==> config.mk <==
export PLATFORM = sky130hd
export DESIGN_NAME = sfa_ctrl
export DESIGN_NICKNAME = d
export VERILOG_FILES = /design/src/sv/sfa_pkg.sv /design/src/sv/sfa_ctrl.sv
export SDC_FILE = /design/constraint.sdc
export NUM_CORES = 1
export LEC_CHECK = 0
export ABC_CLOCK_PERIOD_IN_PS = 800
export BUFFER_PORTS_ARGS = -buffer_cell sky130_fd_sc_hd__buf_2
export CAP_MARGIN = 40
export CORE_AREA = 2 2 39 41
export DETAILED_ROUTE_END_ITERATION = 6
export DIE_AREA = 0 0 41 43
export GPL_TIMING_DRIVEN = 0
export MAX_ROUTING_LAYER = met4
export RECOVER_POWER = 100
export SKIP_CTS_REPAIR_TIMING = 1
export SLEW_MARGIN = 20
export SYNTH_ARGS = -nofsm -noshare
export SYNTH_HDL_FRONTEND = slang
export SYNTH_SLANG_ARGS = --single-unit
==> constraint.sdc <==
create_clock -name i_clk -period 0.8 [get_ports i_clk]
set_input_delay 0.16 -clock i_clk [delete_from_list [all_inputs] [get_ports i_clk]]
set_output_delay 0.16 -clock i_clk [all_outputs]
set_load 0.03 [all_outputs]
==> src/sv/sfa_pkg.sv <==
`default_nettype none

package sfa_pkg;

    // Field widths of the request and response items
    localparam int OPCODE_W = 2;
    localparam int SIZE_W   = 21;
    localparam int ALIGN_W  = 4;
    localparam int STATUS_W = 2;
    localparam int OFFS_W   = 21;

    // Working widths: rounded size and the bound-check sum
    localparam int ROUND_W  = OFFS_W + 1;
    localparam int SUM_W    = OFFS_W + 2;

    // Configuration port
    localparam int CFG_IDX_W  = 1;
    localparam int CFG_DATA_W = 21;
    localparam logic [CFG_DATA_W-1:0] STACK_SIZE_RST = CFG_DATA_W'(65536);

    typedef enum logic [CFG_IDX_W-1:0] {
        CFG_STACK_SIZE = 1'b0,
        CFG_SEAMLESS   = 1'b1
    } t_cfg_idx;

    typedef enum logic [OPCODE_W-1:0] {
        OP_ALLOC   = 2'd0,
        OP_POP     = 2'd1,
        OP_RELEASE = 2'd2,
        OP_NONE    = 2'd3
    } t_opcode;

    typedef enum logic [STATUS_W-1:0] {
        ST_OK       = 2'd0,
        ST_NO_SPACE = 2'd1,
        ST_EMPTY    = 2'd2,
        ST_UNUSED   = 2'd3
    } t_status;

    // Controller -> datapath commands
    typedef struct packed {
        logic exec;        // run a request that needs no store read and load the result
        logic pop_read;    // start a frame pop: read the store, drop the count
        logic pop_finish;  // finish the frame pop from the read data
    } t_cmd;

    // Datapath -> controller status
    typedef struct packed {
        logic pop_deferred; // the pending request needs a frame store read
    } t_stat;

endpackage

`default_nettype wire

==> src/sv/sfa_ctrl.sv <==
`default_nettype none

module sfa_ctrl (
    input  wire logic           i_clk,
    input  wire logic           i_rst_n,
    input  wire logic           i_in_valid,
    output logic                o_in_ready,
    output logic                o_out_valid,
    input  wire logic           i_out_ready,
    input  wire sfa_pkg::t_stat i_stat,
    output sfa_pkg::t_cmd       o_cmd
);

    typedef enum logic {
        S_IDLE,
        S_POP
    } t_state;

    t_state r_state;
    t_state n_state;
    logic   r_out_valid;
    logic   n_out_valid;
    logic   out_free;
    logic   accept;

    // Output register is free when empty or being drained this cycle
    assign out_free   = !r_out_valid || i_out_ready;
    assign o_in_ready = (r_state == S_IDLE) && out_free;
    assign accept     = i_in_valid && o_in_ready;

    // Commands to the datapath
    always_comb begin
        o_cmd.exec       = accept && !i_stat.pop_deferred;
        o_cmd.pop_read   = accept && i_stat.pop_deferred;
        o_cmd.pop_finish = (r_state == S_POP) && out_free;
    end

    // Next state and output-valid
    always_comb begin
        n_state = r_state;
        case (r_state)
            S_IDLE: begin
                if (o_cmd.pop_read) begin
                    n_state = S_POP;
                end
            end
            S_POP: begin
                if (o_cmd.pop_finish) begin
                    n_state = S_IDLE;
                end
            end
            default: n_state = S_IDLE;
        endcase

        if (o_cmd.exec || o_cmd.pop_finish) begin
            n_out_valid = 1'b1;
        end else if (i_out_ready) begin
            n_out_valid = 1'b0;
        end else begin
            n_out_valid = r_out_valid;
        end
    end

    always_ff @(posedge i_clk) begin
        if (!i_rst_n) begin
            r_state     <= S_IDLE;
            r_out_valid <= 1'b0;
        end else begin
            r_state     <= n_state;
            r_out_valid <= n_out_valid;
        end
    end

    assign o_out_valid = r_out_valid;

endmodule

`default_nettype wire

==> metrics.md <==
| Metric | Value |
|---|---|
| Switching pwr | `0.000146 W` |
| H-Tree Depth | `1` |
| Final antenna-violating net count | `0` |
| Multi-input logic area | `104 µm²` |
| Status | `complete, but fails checks` |
| Final worst setup slack | `-0.409 ns` |
| RSZ-0062 raised after global routing | `true` |
| Int Pwr | `0.000354 W` |
| Starting Density | `8.77%` |
| Total of max-cap violations | `0` |
| IO Pins | `10` |
| Average cell area after synthesis | `9.34 µm²` |
| Setup crit end kind | `output port` |
| Critical path class | `flip-flop to output port` |
| PortBufs | `9` |
| CTS tree | `done` |
| CP max stage cell | `dfxtp_4` |
| DRC viols | `0` |
| Core area | `1380 µm²` |
| Clk network pwr share | `51.5%` |
| # diodes | `0` |
| Syn Nets | `18` |
| Worst Hold Class | `input pin to flip-flop` |
| Area grow syn2layout | `131%` |
| WP buf/inv | `1` |
| Fin area | `280 µm²` |
| Clock Sink Count | `2` |
| Largest net degree at the start of global routing | `8` |
| Period minus WS final | `1.21 ns` |
| Mapped cell area | `121 µm²` |
| Post-route core utilization | `20.3%` |
| Power Dens Cells | `1780 nW/µm²` |
| First-pass GRT wire length | `517 µm` |
| Pre-antenna DRT Iters | `2` |
| Total wire length | `371 µm` |
| Die area | `1760 µm²` |
| Initial drt markers | `1` |
| Antenna violations before repair | `0` |
| Layout cells sized above 1 | `75.0%` |
| Number of global-route vias before repair | `137` |
| Clock Tree Root | `clkbuf_4` |
| DP Area | `213 µm²` |
| Placement row count | `14` |
| Leak | `0.116 nW` |
| Worst VDD drop | `385 µV` |
| CTS Buf Count | `3` |
| Gr usage total | `5.54%` |
| Die width | `41 µm` |
| Syn Inst Count | `13` |
| Comb pwr share | `25.2%` |
| Worst EP arrival | `1.05 ns` |
| Filler instances | `160` |
| Startpoint types | `flip-flop` |
| Post-synthesis cell type count | `11` |
| Reg power frac | `23.2%` |
| Maximum clock skew at final layout | `0.00997 ns` |
| Drt via density | `3.75` |
| Least-Margin Pin Slew | `0.242 ns` |
| Max Fclk | `0.827 GHz` |
| WL per Instance | `8.43 µm` |
| Routability cong. | `0.537` |
| Fin nets | `34` |
| Crit path max-delay family | `flip-flops` |
| Top fanout value on the critical path | `6` |
| Total grt overflow | `0` |
| Max Slew Vio Count | `0` |
| Net Sw Frac | `29.3%` |
| FF+latch area | `45.0 µm²` |
| Clock buffer depth | `2` |
| Max_slew headroom | `83.8%` |
| Post-DP HPWL | `251 µm` |
| Final setup fails | `7` |
| Fin crit share | `151%` |
| #FFs+latches synth | `2` |
| Slowest Stage Delay on Critical Path | `0.33 ns` |
| Yosys warnings | `0` |
| CTS clk-pin slew, worst paths | `0.04 ns` |
| Crit-path cells | `nor2b_4 > nor3b_4 > buf_6` |
| Clk_lat worst skew | `0.23 ns` |
| Required @ worst endpoint | `0.64 ns` |
| Vias | `165` |
| Post-synthesis sequential area ratio | `33.0%` |
| DIE HEIGHT | `43 µm` |
| Failing checks | `negative setup slack` |
| Final hold violations | `0` |
==> Yosys cell counts (all sizes together) <==
cell | count | area share (%)
o31a | 1 | 7.2
nand2 | 1 | 3.1
nor3b | 1 | 10
nand4b | 1 | 7.2
nor2b | 3 | 22
o31ai | 1 | 6.2
nand3 | 1 | 4.1
dfxtp | 2 | 33
nor2 | 1 | 3.1
nor3 | 1 | 4.1
==> layer usage <==
layer / vias up / global-route usage [%] / wire length [µm]
li1: 78 / - / -
met1: 77 / 3.18 / 131
met2: 8 / 7.19 / 193
met3: 2 / 3.14 / 26
met4: 0 / 10.0 / 19
met5: - / - / 0
==> cells by family after synthesis <==
group,synth area share [%]
simple gates,53.6
flops,33.0
compound gates,13.4
==> layout make-up <==
| cell class | instances | area share [%] |
|---|---|---|
| Multi-Input combinational cell | 11 | 37.1 |
| Tap cell | 16 | 7.14 |
| Sequential cell | 2 | 16.1 |
| Clock buffer | 4 | 9.37 |
| Timing Repair Buffer | 11 | 30.4 |
==> cells in the final DEF, fill, tap and decap left out, drive strengths merged <==
cell    Yosys  final
buf         0     11
clkbuf      0      4
dfxtp       2      2
nand2       1      1
nand3       1      1
nand4b      1      1
nor2        1      1
nor2b       3      3
nor3        1      1
nor3b       1      1
o31a        1      1
o31ai       1      1
==> power by group through the flow <==
stage | Clock (W) | Combinational, W | Sequential [W]
2_1_floorplan | 0 | 0.0000629 | 0.000123
3_3_place_gp | 0 | 0.000102 | 0.000117
3_5_place_dp | 0 | 0.000102 | 0.000117
4_1_cts | 0.000276 | 0.000103 | 0.000116
5_1_grt | 0.000285 | 0.000135 | 0.000117
6_report | 0.000258 | 0.000126 | 0.000116
==> metrics by stage <==
step | setup TNS (ns) | hold slack (ns) | power (W) | setup slack, ns | std cells
3_5_place_dp | -0.970 | 0.409 | 0.000219 | -0.265 | 38
4_1_cts | -2.20 | 0.156 | 0.000495 | -0.535 | 42
2_1_floorplan | -0.955 | 0.278 | 0.000186 | -0.231 | 13
6_report | -2.00 | 0.168 | 0.000500 | -0.409 | 44
3_3_place_gp | -0.907 | 0.416 | 0.000218 | -0.258 | 38
5_1_grt | -2.28 | 0.173 | 0.000537 | -0.457 | 44
==> final timing paths <==
path	from	to	slack, ns	depth (start not counted)
min	i_rst_n	o_out_valid	0.17	2
max	o_out_valid	o_cmd[2]	-0.41	3
max reg2reg	o_out_valid	o_out_valid	-0.15	3
min reg2reg	o_out_valid	r_state	0.54	2
==> state kept, by name (all words and copies together) (netlist names) <==
register	count
o_out_valid	1
r_state	1
(Power assumes the default switching activity.)
